`src/slru_pkg.sv`:
```
package slru_pkg;

   localparam int NUM_SETS = 4;
   localparam int WAYS     = 4;
   localparam int ENTRIES  = NUM_SETS * WAYS;

   localparam int KEY_W   = 32;
   localparam int VALUE_W = 32;
   localparam int SET_W   = (NUM_SETS > 1) ? $clog2(NUM_SETS) : 1;
   localparam int WAY_W   = (WAYS > 1) ? $clog2(WAYS) : 1;
   localparam int CNT_W   = $clog2(WAYS + 1);
   localparam int RANK_W  = (WAYS > 1) ? $clog2(WAYS) : 1;
   localparam int OLD_W   = RANK_W + 1;
   localparam int ADDR_W  = (ENTRIES > 1) ? $clog2(ENTRIES) : 1;

   typedef enum logic [1:0] {
      KIND_INSERT = 2'd0,
      KIND_GET    = 2'd1,
      KIND_UPDATE = 2'd2
   } kind_type;

   localparam logic [1:0] KIND_UNUSED = 2'd3;

   typedef enum logic [2:0] {
      S_IDLE,
      S_SCAN,
      S_DECIDE,
      S_PROMOTE,
      S_COMMIT,
      S_RESPOND
   } state_type;

   typedef struct packed {
      logic               entry_valid;
      logic [KEY_W-1:0]   entry_key;
      logic [RANK_W-1:0]  entry_rank;
      logic               is_target;
      logic [OLD_W-1:0]   old_rank;
      logic [KEY_W-1:0]   req_key;
      logic [RANK_W-1:0]  best_rank;
   } unit_in_type;

   typedef struct packed {
      logic               match;
      logic               free;
      logic               better;
      logic               rank_we;
      logic [RANK_W-1:0]  rank_next;
   } unit_out_type;

endpackage

```
`src/slru_way_unit.sv`:
```
module slru_way_unit
   import slru_pkg::*;
(
   input  unit_in_type  unit_in,
   output unit_out_type unit_out
);

   always_comb begin
      unit_out.match  = unit_in.entry_valid && (unit_in.entry_key == unit_in.req_key);
      unit_out.free   = !unit_in.entry_valid;
      unit_out.better = unit_in.entry_rank > unit_in.best_rank;
      if (unit_in.is_target) begin
         unit_out.rank_we   = 1'b1;
         unit_out.rank_next = '0;
      end else if (unit_in.entry_valid && ({1'b0, unit_in.entry_rank} < unit_in.old_rank)) begin
         unit_out.rank_we   = 1'b1;
         unit_out.rank_next = unit_in.entry_rank + RANK_W'(1);
      end else begin
         unit_out.rank_we   = 1'b0;
         unit_out.rank_next = unit_in.entry_rank;
      end
   end

endmodule

```
`src/set_assoc_lru_cache_unit.sv`:
```
// Channel  Direction  Handshake              Payload
// req      in         req_valid / req_ready  req_kind, req_key, req_write_value
// rsp      out        rsp_valid / rsp_ready  rsp_hit, rsp_read_value
//
// A request walks the ways of its set through one compare unit and one read
// port per store: once to look up and, for inserts and hits, once more to
// rewrite ranks. An unused kind goes straight to respond. Reset is synchronous
// and clears the state, rsp_valid and the valid bits. A new request is taken
// while the previous result still waits on rsp; the respond step holds until
// that result is accepted.
module set_assoc_lru_cache_unit
   import slru_pkg::*;
(
   input  logic                      clock,
   input  logic                      reset,
   input  logic                      req_valid,
   output logic                      req_ready,
   input  logic [1:0]                req_kind,
   input  logic [KEY_W-1:0]          req_key,
   input  logic signed [VALUE_W-1:0] req_write_value,
   output logic                      rsp_valid,
   input  logic                      rsp_ready,
   output logic                      rsp_hit,
   output logic signed [VALUE_W-1:0] rsp_read_value
);

   function automatic logic [ADDR_W-1:0] entry_addr(logic [SET_W-1:0] s, logic [WAY_W-1:0] w);
      return ADDR_W'(int'(s) * WAYS + int'(w));
   endfunction

   state_type                  state_ff, state_in;
   logic [CNT_W-1:0]           cnt_ff, cnt_in;
   logic [1:0]                 kind_ff, kind_in;
   logic [KEY_W-1:0]           key_ff, key_in;
   logic signed [VALUE_W-1:0]  wval_ff, wval_in;
   logic [SET_W-1:0]           set_ff, set_in;
   logic                       found_ff, found_in;
   logic [WAY_W-1:0]           found_way_ff, found_way_in;
   logic [RANK_W-1:0]          found_rank_ff, found_rank_in;
   logic signed [VALUE_W-1:0]  found_value_ff, found_value_in;
   logic                       free_ff, free_in;
   logic [WAY_W-1:0]           free_way_ff, free_way_in;
   logic [RANK_W-1:0]          best_rank_ff, best_rank_in;
   logic [WAY_W-1:0]           best_way_ff, best_way_in;
   logic [WAY_W-1:0]           tgt_way_ff, tgt_way_in;
   logic [OLD_W-1:0]           old_rank_ff, old_rank_in;
   logic [ENTRIES-1:0]         valid_ff, valid_in;
   logic                       rsp_valid_ff, rsp_valid_in;
   logic                       rsp_hit_ff, rsp_hit_in;
   logic signed [VALUE_W-1:0]  rsp_read_value_ff, rsp_read_value_in;

   logic [KEY_W-1:0]           key_mem_ff [ENTRIES];
   logic signed [VALUE_W-1:0]  value_mem_ff [ENTRIES];
   logic [RANK_W-1:0]          rank_mem_ff [ENTRIES];
   logic [KEY_W-1:0]           rd_key_ff;
   logic signed [VALUE_W-1:0]  rd_value_ff;
   logic [RANK_W-1:0]          rd_rank_ff;

   logic [WAY_W-1:0]           rd_way;
   logic [WAY_W-1:0]           cur_way;
   logic [ADDR_W-1:0]          rd_addr;
   logic [ADDR_W-1:0]          cur_addr;
   logic [ADDR_W-1:0]          kv_waddr;
   logic                       kv_we;
   logic                       rank_we;
   unit_in_type                unit_in;
   unit_out_type               unit_out;

   assign rd_way   = (int'(cnt_ff) < WAYS) ? WAY_W'(cnt_ff) : '0;
   assign cur_way  = WAY_W'(cnt_ff - CNT_W'(1));
   assign rd_addr  = entry_addr(set_ff, rd_way);
   assign cur_addr = entry_addr(set_ff, cur_way);
   assign kv_waddr = entry_addr(set_ff, tgt_way_ff);

   always_comb begin
      unit_in.entry_valid = valid_ff[cur_addr];
      unit_in.entry_key   = rd_key_ff;
      unit_in.entry_rank  = rd_rank_ff;
      unit_in.is_target   = (cur_way == tgt_way_ff);
      unit_in.old_rank    = old_rank_ff;
      unit_in.req_key     = key_ff;
      unit_in.best_rank   = best_rank_ff;
   end

   slru_way_unit u_way_unit (
      .unit_in  (unit_in),
      .unit_out (unit_out)
   );

   always_comb begin
      state_in          = state_ff;
      cnt_in            = cnt_ff;
      kind_in           = kind_ff;
      key_in            = key_ff;
      wval_in           = wval_ff;
      set_in            = set_ff;
      found_in          = found_ff;
      found_way_in      = found_way_ff;
      found_rank_in     = found_rank_ff;
      found_value_in    = found_value_ff;
      free_in           = free_ff;
      free_way_in       = free_way_ff;
      best_rank_in      = best_rank_ff;
      best_way_in       = best_way_ff;
      tgt_way_in        = tgt_way_ff;
      old_rank_in       = old_rank_ff;
      valid_in          = valid_ff;
      rsp_valid_in      = rsp_valid_ff && !rsp_ready;
      rsp_hit_in        = rsp_hit_ff;
      rsp_read_value_in = rsp_read_value_ff;
      kv_we             = 1'b0;
      rank_we           = 1'b0;
      req_ready         = 1'b0;

      case (state_ff)
         S_IDLE: begin
            req_ready = 1'b1;
            if (req_valid) begin
               kind_in      = req_kind;
               key_in       = req_key;
               wval_in      = req_write_value;
               set_in       = SET_W'(req_key % NUM_SETS);
               cnt_in       = '0;
               found_in     = 1'b0;
               free_in      = 1'b0;
               best_rank_in = '0;
               best_way_in  = '0;
               if (req_kind inside {KIND_INSERT, KIND_GET, KIND_UPDATE}) begin
                  state_in = S_SCAN;
               end else begin
                  state_in = S_RESPOND;
               end
            end
         end
         S_SCAN: begin
            if (cnt_ff != '0) begin
               if (unit_out.match && !found_ff) begin
                  found_in       = 1'b1;
                  found_way_in   = cur_way;
                  found_rank_in  = rd_rank_ff;
                  found_value_in = rd_value_ff;
               end
               if (unit_out.free && !free_ff) begin
                  free_in     = 1'b1;
                  free_way_in = cur_way;
               end
               if (unit_out.better) begin
                  best_rank_in = rd_rank_ff;
                  best_way_in  = cur_way;
               end
            end
            if (int'(cnt_ff) == WAYS) begin
               state_in = S_DECIDE;
            end else begin
               cnt_in = cnt_ff + CNT_W'(1);
            end
         end
         S_DECIDE: begin
            cnt_in = '0;
            if (kind_ff == KIND_INSERT) begin
               state_in = S_PROMOTE;
               if (found_ff) begin
                  tgt_way_in  = found_way_ff;
                  old_rank_in = {1'b0, found_rank_ff};
               end else if (free_ff) begin
                  tgt_way_in  = free_way_ff;
                  old_rank_in = OLD_W'(WAYS);
               end else begin
                  tgt_way_in  = best_way_ff;
                  old_rank_in = {1'b0, best_rank_ff};
               end
            end else if (found_ff) begin
               state_in    = S_PROMOTE;
               tgt_way_in  = found_way_ff;
               old_rank_in = {1'b0, found_rank_ff};
            end else begin
               state_in = S_RESPOND;
            end
         end
         S_PROMOTE: begin
            if (cnt_ff != '0) begin
               rank_we = unit_out.rank_we;
            end
            if (int'(cnt_ff) == WAYS) begin
               state_in = S_COMMIT;
            end else begin
               cnt_in = cnt_ff + CNT_W'(1);
            end
         end
         S_COMMIT: begin
            kv_we = kind_ff inside {KIND_INSERT, KIND_UPDATE};
            if (kind_ff == KIND_INSERT) begin
               valid_in[kv_waddr] = 1'b1;
            end
            state_in = S_RESPOND;
         end
         S_RESPOND: begin
            if (!rsp_valid_ff || rsp_ready) begin
               rsp_valid_in      = 1'b1;
               rsp_hit_in        = found_ff;
               rsp_read_value_in = (kind_ff == KIND_GET && found_ff) ? found_value_ff : '0;
               state_in          = S_IDLE;
            end
         end
         default: begin
            state_in = S_IDLE;
         end
      endcase
   end

   always_ff @(posedge clock) begin
      if (reset) begin
         state_ff     <= S_IDLE;
         valid_ff     <= '0;
         rsp_valid_ff <= 1'b0;
      end else begin
         state_ff     <= state_in;
         valid_ff     <= valid_in;
         rsp_valid_ff <= rsp_valid_in;
      end
   end

   always_ff @(posedge clock) begin
      cnt_ff            <= cnt_in;
      kind_ff           <= kind_in;
      key_ff            <= key_in;
      wval_ff           <= wval_in;
      set_ff            <= set_in;
      found_ff          <= found_in;
      found_way_ff      <= found_way_in;
      found_rank_ff     <= found_rank_in;
      found_value_ff    <= found_value_in;
      free_ff           <= free_in;
      free_way_ff       <= free_way_in;
      best_rank_ff      <= best_rank_in;
      best_way_ff       <= best_way_in;
      tgt_way_ff        <= tgt_way_in;
      old_rank_ff       <= old_rank_in;
      rsp_hit_ff        <= rsp_hit_in;
      rsp_read_value_ff <= rsp_read_value_in;
   end

   always_ff @(posedge clock) begin
      rd_key_ff   <= key_mem_ff[rd_addr];
      rd_value_ff <= value_mem_ff[rd_addr];
      rd_rank_ff  <= rank_mem_ff[rd_addr];
      if (kv_we) begin
         key_mem_ff[kv_waddr]   <= key_ff;
         value_mem_ff[kv_waddr] <= wval_ff;
      end
      if (rank_we) begin
         rank_mem_ff[cur_addr] <= unit_out.rank_next;
      end
   end

   assign rsp_valid      = rsp_valid_ff;
   assign rsp_hit        = rsp_hit_ff;
   assign rsp_read_value = rsp_read_value_ff;

   a_rsp_from_respond: assert property (@(posedge clock) disable iff (reset)
      $rose(rsp_valid_ff) |-> $past(state_ff == S_RESPOND))
      else $error("result raised outside the respond step");

   a_insert_sets_valid: assert property (@(posedge clock) disable iff (reset)
      (state_ff == S_COMMIT && kind_ff == KIND_INSERT) |=> valid_ff[$past(kv_waddr)])
      else $error("inserted entry not marked valid");

   a_found_is_valid: assert property (@(posedge clock) disable iff (reset)
      (state_ff == S_DECIDE && found_ff) |-> valid_ff[entry_addr(set_ff, found_way_ff)])
      else $error("hit recorded on an invalid way");

endmodule
```
`config.mk`:
```
export PLATFORM = sky130hd
export DESIGN_NAME = set_assoc_lru_cache_unit
export DESIGN_NICKNAME = d
export VERILOG_FILES = /design/src/slru_pkg.sv /design/src/slru_way_unit.sv /design/src/set_assoc_lru_cache_unit.sv
export SDC_FILE = /design/constraint.sdc
export NUM_CORES = 1
export LEC_CHECK = 0
export BUFFER_PORTS_ARGS = -buffer_cell sky130_fd_sc_hd__buf_2
export CAP_MARGIN = 20
export CORE_ASPECT_RATIO = 0.8
export CORE_UTILIZATION = 45
export DETAILED_ROUTE_END_ITERATION = 8
export PLACE_DENSITY = 0.66
export REMOVE_ABC_BUFFERS = 1
export SLEW_MARGIN = 20
export SYNTH_ARGS = -nofsm -noshare
export SYNTH_HDL_FRONTEND = slang
export SYNTH_HIERARCHICAL = 1
export SYNTH_SLANG_ARGS = --single-unit
export TNS_END_PERCENT = 10
```
`constraint.sdc`:
```
create_clock -name clock -period 7.9 [get_ports clock]
set_input_delay 1.58 -clock clock [delete_from_list [all_inputs] [get_ports clock]]
set_output_delay 1.58 -clock clock [all_outputs]
set_load 0.01 [all_outputs]
```
======== Word level (Yosys, flattened, before mapping) ========
Memories as Yosys holds them, arrays and structs flattened. A register that Yosys moved wholly into a read port is not among the register bits.
Index checks and enable logic that the tools add are counted.
W data, S select, Z words.
word-level totals
  flip-flop bits (word level) ............. 173
  bits in writable memories ............... 1056
  input bits .............................. 70
  output and inout port bits .............. 35
  word-level logic and storage cells ...... 141
  memories ................................ 3
memory list
  memory        words  bits a word  read ports  clocked after memory_dff  write ports  RTL line                        RTL
  key_mem_ff    16     32           1           1                         1            set_assoc_lru_cache_unit.sv:52  logic [KEY_W-1:0] key_mem_ff [ENTRIES];
  value_mem_ff  16     32           1           1                         1            set_assoc_lru_cache_unit.sv:53  logic signed [VALUE_W-1:0] value_mem_ff [ENTRIES];
  rank_mem_ff   16     2            1           1                         1            set_assoc_lru_cache_unit.sv:54  logic [RANK_W-1:0] rank_mem_ff [ENTRIES];
operators by class
  $add $sub $neg .......................... 6
  order comparisons ....................... 6
  equal/unequal tests ..................... 21
  muxes and demuxes ....................... 50
  bitwise logic cells ..................... 1
  reductions and logical operators ........ 34
operator list
  cell                  number
  $mux W3               15
  $eq A32 B32 Y1        1
  $mux W2               10
  $pmux W3 S6           1
  $mux W1               17
  $ne A2 B2 Y1 const B  8
  $or A16 B16 Y16       1
  $reduce_and A4 Y1     4
  $add A4 B2 Y4         3
  $lt A4 B5 Y1 const B  2
  $eq A3 B3 Y1 const B  3
  $pmux W3 S3           1
  $reduce_and A3 Y1     3
  $reduce_bool A3 Y1    3
  $pmux W2 S2           2
  $reduce_and A2 Y1     4
  $logic_and A1 B1 Y1   7
  $eq A3 B2 Y1 const B  2
  $reduce_bool A2 Y1    3
  $logic_not A1 Y1      5
  $bmux W1 S4           1
  $demux W1 S4          1
  $eq A2 B1 Y1 const B  2
  $eq A2 B2 Y1 const B  2
  other kinds (15)      17

======== Depth between registers and ports, before layout ========
Gate-level depths: netlist of run 1.
  depth in word-level cells ............... 11
  depth in mapped cells ................... 15
  gate-level depth less buffers ........... 10

======== Cells and area by module ========
The synthesis of run 1 kept the hierarchy.
by module, submodules not included
  module                    times used  cells each  area each (um2)  sequential area each (um2)
  set_assoc_lru_cache_unit  1           2670        49005.8          37966.4
  slru_way_unit             1           63          479.2            0.0

======== Worst setup path before layout of run 1 ========
OpenSTA, ideal clock, no wires.
  path type ............................... register to register
  start point ............................. reg, netlist name key_ff[1]
  end point ............................... mem key_mem_ff[12][0] (enable)
  setup time .............................. 564 ps
  data arrival time ....................... 5932 ps
  data required time ...................... 7336 ps
  setup slack ............................. 1404 ps
  stages on the path, launching flop included .. 6
  buffers on the path ..................... 3
  period minus slack after synthesis ...... 6496 ps
  cells stage by stage .................... edfxtp_1 > clkbuf_1 > clkbuf_1 > buf_1 > nand3_1 > nor3_1
RTL lines
  item              RTL line
  end: declaration  set_assoc_lru_cache_unit.sv:52

======== Worst setup path after layout of run 1 ========
  start point ............................. reg cnt_ff[0]
  end point ............................... reg rd_value_ff[26], read port of value_mem_ff
between the ends
  word-level cells in the longest chain between the ends .. 3
RTL lines
  item                      RTL line                         RTL
  start: declaration        set_assoc_lru_cache_unit.sv:32   logic [CNT_W-1:0] cnt_ff, cnt_in;
  start signal: assignment  set_assoc_lru_cache_unit.sv:224  cnt_ff <= cnt_in;
  $lt A3 B3 Y1              set_assoc_lru_cache_unit.sv:69   assign rd_way = (int'(cnt_ff) < WAYS) ? WAY_W'(cnt_ff) : '0;
  $mux W2 *                 set_assoc_lru_cache_unit.sv:69
  $add A4 B2 Y4 *           set_assoc_lru_cache_unit.sv:28   return ADDR_W'(int'(s) * WAYS + int'(w));
  end: declaration          set_assoc_lru_cache_unit.sv:56   logic signed [VALUE_W-1:0] rd_value_ff;
Every way passes the cells marked *; elsewhere a longest branch is shown, timed or not.
A chain may end at the register's enable or synchronous reset.

==> metrics.yaml, run 1 <==
status: "completed"
final_common_cell: "edfxtp_1"
htree_levels: 3
syn_area_sq_mm: 0.0495
holdWs_ns: 0.393
synth_cell_types: 44
synth_top_family_by_area: "multiplexers"
path_max_fanout: 129
grt_pass1_vias: 25400
cp.required_ns: 8.56
p_comb_share_pct: 13.8
pwr-share-clk_pct: 36.2
worstPathArrival_ns: 5.47
row_count: 108
layout_common_cells: "1207 x edfxtp_1, 344 x mux2i_1, 176 x nand2_1"
clkLatencyLatePin_ns: 0.75
crit_type: "register to register"
period_share_pct: 60.9
ys_ff_latch: 1293
min_period_ns: 4.81
via_per_inst: 5.67
slew_violations: 0
p_leak_nw: 18.8
ir_drop_mv: 0.217
finalSetupViolations: 0
p_switching_w: 0.00401
hold_viol_final: 0
ant_nets: 0
path_clk_slew_ns: 0.06
portBuffers: 104
cts_buffers: 117
place.gp.congestion: 0.824
core_sq_mm: 0.109
hold_class: "register to register"
dp_cells: 4163
die_area_sq_mm: 0.111
grt_use_total_pct: 19.9
yosysSeqAreaShare_pct: 76.7
wl_mm: 111
drive_gt1_share_pct: 17.2
initial_utilization_pct: 45.5
synth-compound-area-share_pct: 4.45
grt-ovfl-total: 0
cts_sinks: 1293
fin_cells: 4388
dpl-instance-area_sq_mm: 0.0516
intPower_w: 0.0121
max-slew-margin-rel_pct: 28.4
grt_first_pass_wirelength_mm: 165
clockBufferDepth: 3
synth_xor_area_share_pct: 0.673
routedWlPerCell_um: 25.2
cts_tree: "yes"
place_hpwl_mm: 54.8
syn_inst: 2733
max_clock_freq_ghz: 0.208
endpoint_kind: "register"
antenna_found_initial: 1
avgSynthCellArea_sq_um: 18.1
yosysWarnings: 6
worst_slack_ns: 3.09
die_x_um: 373
post_cts_buffers: 0
antennaDiodeCount: 0
finalNetCount: 2932
rsz0062_at_grt: "no"
dieHeight_um: 299
syn2layout_area_growth_pct: 12.5
post-route-cell-area_sq_mm: 0.0557
power_density_mw_per_mm2: 289
yosys.area_share.simple_pct: 4.25
swShare_pct: 24.9
drt_iter0_markers: 2354
post-route-drc-count: 0
pin_count: 105
worst_slew_pin_slew_ns: 1.07
synthMuxAreaShare_pct: 11.9
clock_skew_ns: 0.0530
root_buffer: "clkbuf_16"
postCtsHoldBufs: 0
grt_start_max_net_pins: 130
worstSetupStartpointType: "register"
synth_fa_ha_area_share_pct: 0.202
cts-resized-gates: 0
seqPwrFrac_pct: 50.0
drv_cap: 0
drt_first_pass_iters: 6
post-place-ws_ns: 3.15
num_vias: 24900
==> final timing paths <==
path / depth (start not counted) / slack, ns / startpoint / end
max: 8 / 3.09 / cnt_ff[0] / rd_value_ff[26]
min: 0 / 0.39 / rd_value_ff[19] / found_value_ff[19]
max reg2reg: 8 / 3.09 / cnt_ff[0] / rd_value_ff[26]
min reg2reg: 0 / 0.39 / rd_value_ff[19] / found_value_ff[19]
==> state kept, by name (all words and copies together), names as in the netlist, 3 cells and up <==
| register | flops |
|---|---|
| value_mem_ff | 512 |
| state_ff | 3 |
| rd_value_ff | 32 |
| key_ff | 32 |
| valid_ff | 16 |
| rd_key_ff | 32 |
| found_value_ff | 32 |
| rank_mem_ff | 32 |
| old_rank_ff | 3 |
| key_mem_ff | 512 |
| wval_ff | 32 |
| rsp_read_value | 32 |
| cnt_ff | 3 |
==> power by group through the flow <==
stage | registers [W] | logic, W | clock network, W
global placement | 0.00818 | 0.00218 | 0
finish | 0.00806 | 0.00222 | 0.00583
global route | 0.00809 | 0.00239 | 0.00620
floorplan | 0.00828 | 0.00199 | 0
detailed placement | 0.00821 | 0.00222 | 0
CTS | 0.00806 | 0.00223 | 0.00593
==> metal layers <==
metal	global-route usage (%)	part of all wire (%)	vias up
met5	0	0	-
met2	32.8	49	862
met1	27.2	43	12800
li1	-	-	11000
met3	3.51	6.0	198
met4	6.03	2.6	0
==> cells in the mapped netlist (all sizes together) <==
| cell type | number | area share, % |
|---|---|---|
| xnor2 | 33 | 0.58 |
| and2 | 93 | 1.2 |
| nor4 | 4 | 0.063 |
| nor2b | 6 | 0.076 |
| o31ai | 1 | 0.015 |
| edfxtp | 1207 | 73 |
| o32a | 28 | 0.57 |
| nand3b | 3 | 0.046 |
| a311oi | 55 | 0.97 |
| nand4 | 7 | 0.088 |
| or3 | 2 | 0.025 |
| mux4 | 81 | 3.7 |
| a31oi | 31 | 0.39 |
| xor2 | 5 | 0.088 |
| o21ai | 87 | 0.88 |
| and3b | 29 | 0.51 |
| or4b | 1 | 0.020 |
| o22ai | 1 | 0.013 |
| nand2b | 15 | 0.19 |
| a211oi | 84 | 1.3 |
| o31a | 1 | 0.018 |
| nor2 | 65 | 0.49 |
| dfxtp | 86 | 3.5 |
| o211ai | 1 | 0.015 |
| ha | 8 | 0.20 |
| buf | 79 | 1.0 |
| clkbuf | 84 | 0.67 |
| nor4b | 1 | 0.018 |
| inv | 11 | 0.083 |
| nand3 | 3 | 0.030 |
| nand2 | 176 | 1.3 |
| mux2 | 56 | 1.3 |
| a21oi | 25 | 0.25 |
| mux2i | 344 | 7.0 |
| a2111oi | 3 | 0.053 |
| nor3 | 17 | 0.17 |
==> worst max-delay path, cell delays in order, from the launching register on <==
cell and delay (ns):
edfxtp_1 0.42, buf_12 0.66, buf_4 0.92, nand2b_4 0.48, buf_12 0.44, buf_4 0.60
mux2i_1 0.22, mux4_2 0.50, mux2i_1 0.15
==> per-stage QoR <==
| step | util (%) | TNS, ns | total power [W] |
|---|---|---|---|
| after CTS | 51.1 | 0 | 0.0162 |
| after global placement | 47.4 | 0 | 0.0104 |
| final | 51.2 | 0 | 0.0161 |
| after global routing | 51.2 | 0 | 0.0167 |
| after floorplan | - | -1889.27 | 0.0103 |
| after detailed placement | 47.5 | 0 | 0.0104 |
==> layout make-up <==
| type | instances | area (sq um) |
|---|---|---|
| multi-input cells | 1266 | 10800 |
| inverters | 11 | 41.3 |
| well taps | 1430 | 1790 |
| clock inverters | 71 | 856 |
| repair buffers | 165 | 1080 |
| flip-flops and latches | 1293 | 38000 |
| fillers | 8556 | 53100 |
| clock buffers | 152 | 3150 |
==> kinds of logic after synthesis <==
logic type / Yosys count
mux: 481
compound gates: 317
xor+xnor: 38
buf+inv: 174
simple gates: 422
flops: 1293
fa+ha+maj: 8
No activity file was read; power rests on OpenSTA's default activity.
==> run 2: changes to the inputs <==
Settings changed: PLACE_DENSITY 0.66 to 0.69.
Clock period 7.9 ns to 4.15 ns, I/O delays scaled along.
==> metrics.yaml, run 2 (synthesis results as in run 1) <==
root_buffer: "clkbuf_16"
finalNetCount: 2931
post-route-drc-count: 0
htree_levels: 3
hold_class: "input pin to register"
final_common_cell: "edfxtp_1"
grt_start_max_net_pins: 129
crit_type: "register to register"
place.gp.congestion: 0.784
cts_tree: "yes"
via_per_inst: 5.77
die_area_sq_mm: 0.111
intPower_w: 0.0226
seqPwrFrac_pct: 51.0
worstPathArrival_ns: 3.95
status: "completed"
syn2layout_area_growth_pct: 12.4
dieHeight_um: 299
rr_worst_depth: 7
rsz0062_at_grt: "no"
r2r_end: "rank_mem_ff[8][0]"
clkLatencyLatePin_ns: 0.73
p_comb_share_pct: 14.4
pin_count: 105
grt_first_pass_wirelength_mm: 164
reg_top3: "key_mem_ff: 512 flops, value_mem_ff: 512 flops"
worst_slew_pin_slew_ns: 1.11
worst_slack_ns: 0.561
drive_gt1_share_pct: 16.7
max_clock_freq_ghz: 0.279
clockBufferDepth: 3
endpoint: "rank_mem_ff[8][0]"
critPathLaunch: "cnt_ff[0]"
layout_common_cells: "1207 x edfxtp_1, 344 x mux2i_1, 176 x nand2_1"
portBuffers: 104
drv_cap: 0
post_cts_buffers: 0
path_max_fanout: 16
swShare_pct: 25.0
clock_skew_ns: 0.0631
initial_utilization_pct: 45.5
routedWlPerCell_um: 25.4
worstSetupStartpointType: "register"
cp_num_buf_inv: 1
path_clk_slew_ns: 0.07
cts_buffers: 115
power_density_mw_per_mm2: 541
rr_startpoint: "cnt_ff[0]"
critPathMaxStageDelay_ns: 0.76
antenna_found_initial: 2
cts-resized-gates: 0
period_share_pct: 86.5
cts_sinks: 1293
p_switching_w: 0.00753
crit_top_cell: "mux4_2"
core_sq_mm: 0.109
pwr-share-clk_pct: 34.6
slew_violations: 0
finalPower_w: 0.0301
wl_mm: 111
dpl-instance-area_sq_mm: 0.0519
place_hpwl_mm: 54.3
drt_iter0_markers: 2606
num_vias: 25300
ir_drop_mv: 0.429
post-place-ws_ns: 0.657
antennaDiodeCount: 0
slowest_stage: "nor2_1"
postCtsHoldBufs: 0
die_x_um: 373
crit_path_cell_trace: "inv_2 > ha_1 > mux4_2 > mux4_2 > o21ai_0 > xnor2_1 > nor2_1"
crit_family: "multiplexers"
endpoint_kind: "register"
r2r_slack_ns: 0.56
final_util_pct: 51.1
drt_first_pass_iters: 6
grt-ovfl-total: 0
max-slew-margin-rel_pct: 26.0
grt_use_total_pct: 19.9
worst-path-stages: 7
p_leak_nw: 18.7
hold_viol_final: 0
row_count: 108
min_period_ns: 3.59
grt_pass1_vias: 25400
ant_nets: 0
finalSetupViolations: 0
post-route-cell-area_sq_mm: 0.0556
cp.required_ns: 4.51
[run 2: cell types whose count changed in the layout (fill, tap and decap cells not counted), moves of 4 or more]
cell,previous run,this run
buf_12,5,27
buf_4,54,35
clkbuf_1,27,42
bufinv_16,15,6
clkinv_1,16,8
clkinv_2,23,17
clkbuf_8,7,11
[run 2: worst register-to-register path: stages (launching register included)]
cell	delay [ns]
edfxtp_1	0.60
inv_2	0.07
ha_1	0.46
mux4_2	0.53
mux4_2	0.54
o21ai_0	0.16
xnor2_1	0.11
nor2_1	0.76
[run 2: layer usage]
layer  up-vias  global-route usage [%]  wire length, um
met5         -                       0               13
met4         2                    5.23             2530
met3       196                    3.27             8450
met2      1045                    32.2            53200
met1     13000                    28.2            47000
li1      11000                       -                -
[run 2: how the worst min path moves through the flow]
stage | cells after the start | end | startpoint
3_3_place_gp | 0 | found_value_ff[10] | rd_value_ff[10]
6_report | 1 | key_ff[22] | req_key[22]
4_1_cts | 1 | key_ff[9] | req_key[9]
5_1_grt | 1 | key_ff[9] | req_key[9]
2_1_floorplan | 0 | found_value_ff[0] | rd_value_ff[0]
3_5_place_dp | 0 | found_value_ff[22] | rd_value_ff[22]
[run 2: cell type report]
class | count | area [sq um]
inverter | 11 | 41.3
tap | 1430 | 1790
multi-input combinational | 1266 | 10800
fill | 8481 | 53200
sequential | 1293 | 38000
clock inverter | 45 | 474
clock buffer | 170 | 3240
timing repair buffer | 166 | 1320
[run 2: power by group through the flow]
stage / combinational, W / sequential (W) / clock, W
floorplan: 0.00378 / 0.0158 / 0
finish: 0.00433 / 0.0153 / 0.0104
CTS: 0.00435 / 0.0153 / 0.0106
detailed placement: 0.00432 / 0.0156 / 0
global route: 0.00465 / 0.0154 / 0.0111
global placement: 0.00424 / 0.0156 / 0
[run 2: per-stage QoR]
| stage | instances | hold slack [ns] | TNS (ns) |
|---|---|---|---|
| detailed placement | 4166 | 0.389 | 0 |
| finish | 4381 | 0.272 | 0 |
| CTS | 4381 | 0.217 | 0 |
| global route | 4381 | 0.230 | 0 |
| global placement | 4166 | 0.387 | 0 |
| floorplan | 2570 | 0.386 | -5789.05 |
==> run 3: changes to the inputs <==
Settings changed: CORE_UTILIZATION 45 to 30, PLACE_DENSITY 0.69 to 0.52.
==> metrics.yaml, run 3 (synthesis results as in run 1) <==
post_cts_buffers: 0
htree_levels: 3
multi_input_area_sq_mm: 0.0108
clockBufferDepth: 3
power_density_mw_per_mm2: 543
cts_buffers: 119
drive_gt1_share_pct: 17.6
antenna_found_initial: 17
pin_count: 105
rr_startpoint: "cnt_ff[1]"
r2r_slack_ns: 0.58
dp_cells: 4898
via_per_inst: 4.85
critPathLaunch: "cnt_ff[1]"
die_x_um: 456
top_usage_layer: "met2"
path_clk_slew_ns: 0.07
slew_violations: 0
hold_viol_final: 0
worst_slew_pin_slew_ns: 1.12
finalSetupViolations: 0
wl_mm: 123
p_leak_nw: 19.0
worstPathArrival_ns: 3.94
hold_class: "input pin to register"
layout_common_cells: "1207 x edfxtp_1, 344 x mux2i_1, 176 x nand2_1"
holdCritStartpoint: "req_write_value[1]"
drt_iter0_markers: 2145
finalNetCount: 2953
num_vias: 24800
grt_use_total_pct: 14.6
die_area_sq_mm: 0.167
fin_cells: 5125
fillCellCount: 15300
rsz0062_at_grt: "no"
max_clock_freq_ghz: 0.280
row_count: 132
place.gp.congestion: 0.731
cts_tree: "yes"
period_share_pct: 86.1
cts_sinks: 1293
initial_utilization_pct: 30.4
clock_skew_ns: 0.0428
cp.required_ns: 4.52
core_sq_mm: 0.163
clkLatencyLatePin_ns: 0.74
dieHeight_um: 365
drt_first_pass_iters: 5
routedWlPerCell_um: 24.0
worstSetupStartpointType: "register"
post-route-drc-count: 0
endpoint_kind: "register"
use_met3_pct: 2.44
met2_usage_pct: 22.8
cts-resized-gates: 0
portBuffers: 104
drv_cap: 0
postCtsHoldBufs: 0
final_common_cell: "edfxtp_1"
grt_start_max_net_pins: 133
status: "completed"
met1_usage_pct: 21.1
max-slew-margin-rel_pct: 25.2
syn2layout_area_growth_pct: 15.1
place_hpwl_mm: 61.5
grt_first_pass_wirelength_mm: 178
regArea_sq_mm: 0.0380
path_max_fanout: 16
root_buffer: "clkbuf_16"
grt_pass1_vias: 24700
grt-ovfl-total: 0
min_period_ns: 3.57
reg_top3: "key_mem_ff: 512 flops, value_mem_ff: 512 flops"
crit_type: "register to register"
ir_drop_mv: 0.425
finalPower_w: 0.0309
ant_nets: 0
==> run 3: cell types whose count changed in the layout (fill, tap and decap cells not counted) <==
cell	change
diode_2	+2
clkbuf_1	-10
buf_4	+13
clkinv_16	-1
clkinv_1	+7
clkinvlp_4	-3
clkbuf_16	+4
clkbuf_8	+11
clkinv_8	+3
bufinv_16	+1
inv_16	-1
buf_12	+5
clkinv_4	-1
==> run 3: cell type report <==
| type | instances | area share (%) |
|---|---|---|
| Sequential cell | 1293 | 66.7 |
| Multi-Input combinational cell | 1266 | 19.0 |
| Clock buffer | 175 | 6.06 |
| Tap cell | 2144 | 4.71 |
| Timing Repair Buffer | 184 | 2.67 |
| Clock inverter | 50 | 0.874 |
| Inverter | 11 | 0.0725 |
| Antenna cell | 2 | 0.00879 |
==> run 3: final timing paths <==
path / end / cells after the start
worst max-delay path: rank_mem_ff[6][1] / 7
worst min-delay path: wval_ff[1] / 1
worst max register to register: rank_mem_ff[6][1] / 7
worst min register to register: found_value_ff[30] / 0
==> run 3: power by group <==
part | total [W] | leakage, nW | internal [W] | switching [W]
sequential | 0.0154 | 11.6 | 0.0149 | 0.000450
combinational | 0.00450 | 5.41 | 0.00189 | 0.00261
clock | 0.0111 | 1.93 | 0.00620 | 0.00487
==> run 3: per-layer routing <==
| layer | vias to the layer above | wire length (um) | part of all wire (%) |
|---|---|---|---|
| met5 | - | 31 | 0.025 |
| met4 | 4 | 2480 | 2.0 |
| met2 | 687 | 56200 | 46 |
| li1 | 11100 | - | - |
| met1 | 12900 | 57700 | 47 |
| met3 | 179 | 6490 | 5.3 |
==> run 3: critical path, cell delays in order (launching register included) <==
cell	delay (ns)
edfxtp_1	0.49
inv_1	0.11
ha_1	0.47
mux4_2	0.53
mux4_2	0.56
o211ai_1	0.15
xor2_1	0.09
nor2_1	0.80
==> run 3: through the flow <==
step                      hold WS (ns)  TNS [ns]  area (sq um)  setup slack [ns]  utilization (%)
after floorplan                  0.386  -5789.05         48600            -17.90                -
after global placement           0.388         0         53000             0.643             32.5
after detailed placement         0.389         0         53000             0.607             32.5
after CTS                        0.202         0         57000             0.579             35.0
after global routing             0.216         0         57000             0.389             35.0
final                            0.265         0         57000             0.578             35.0
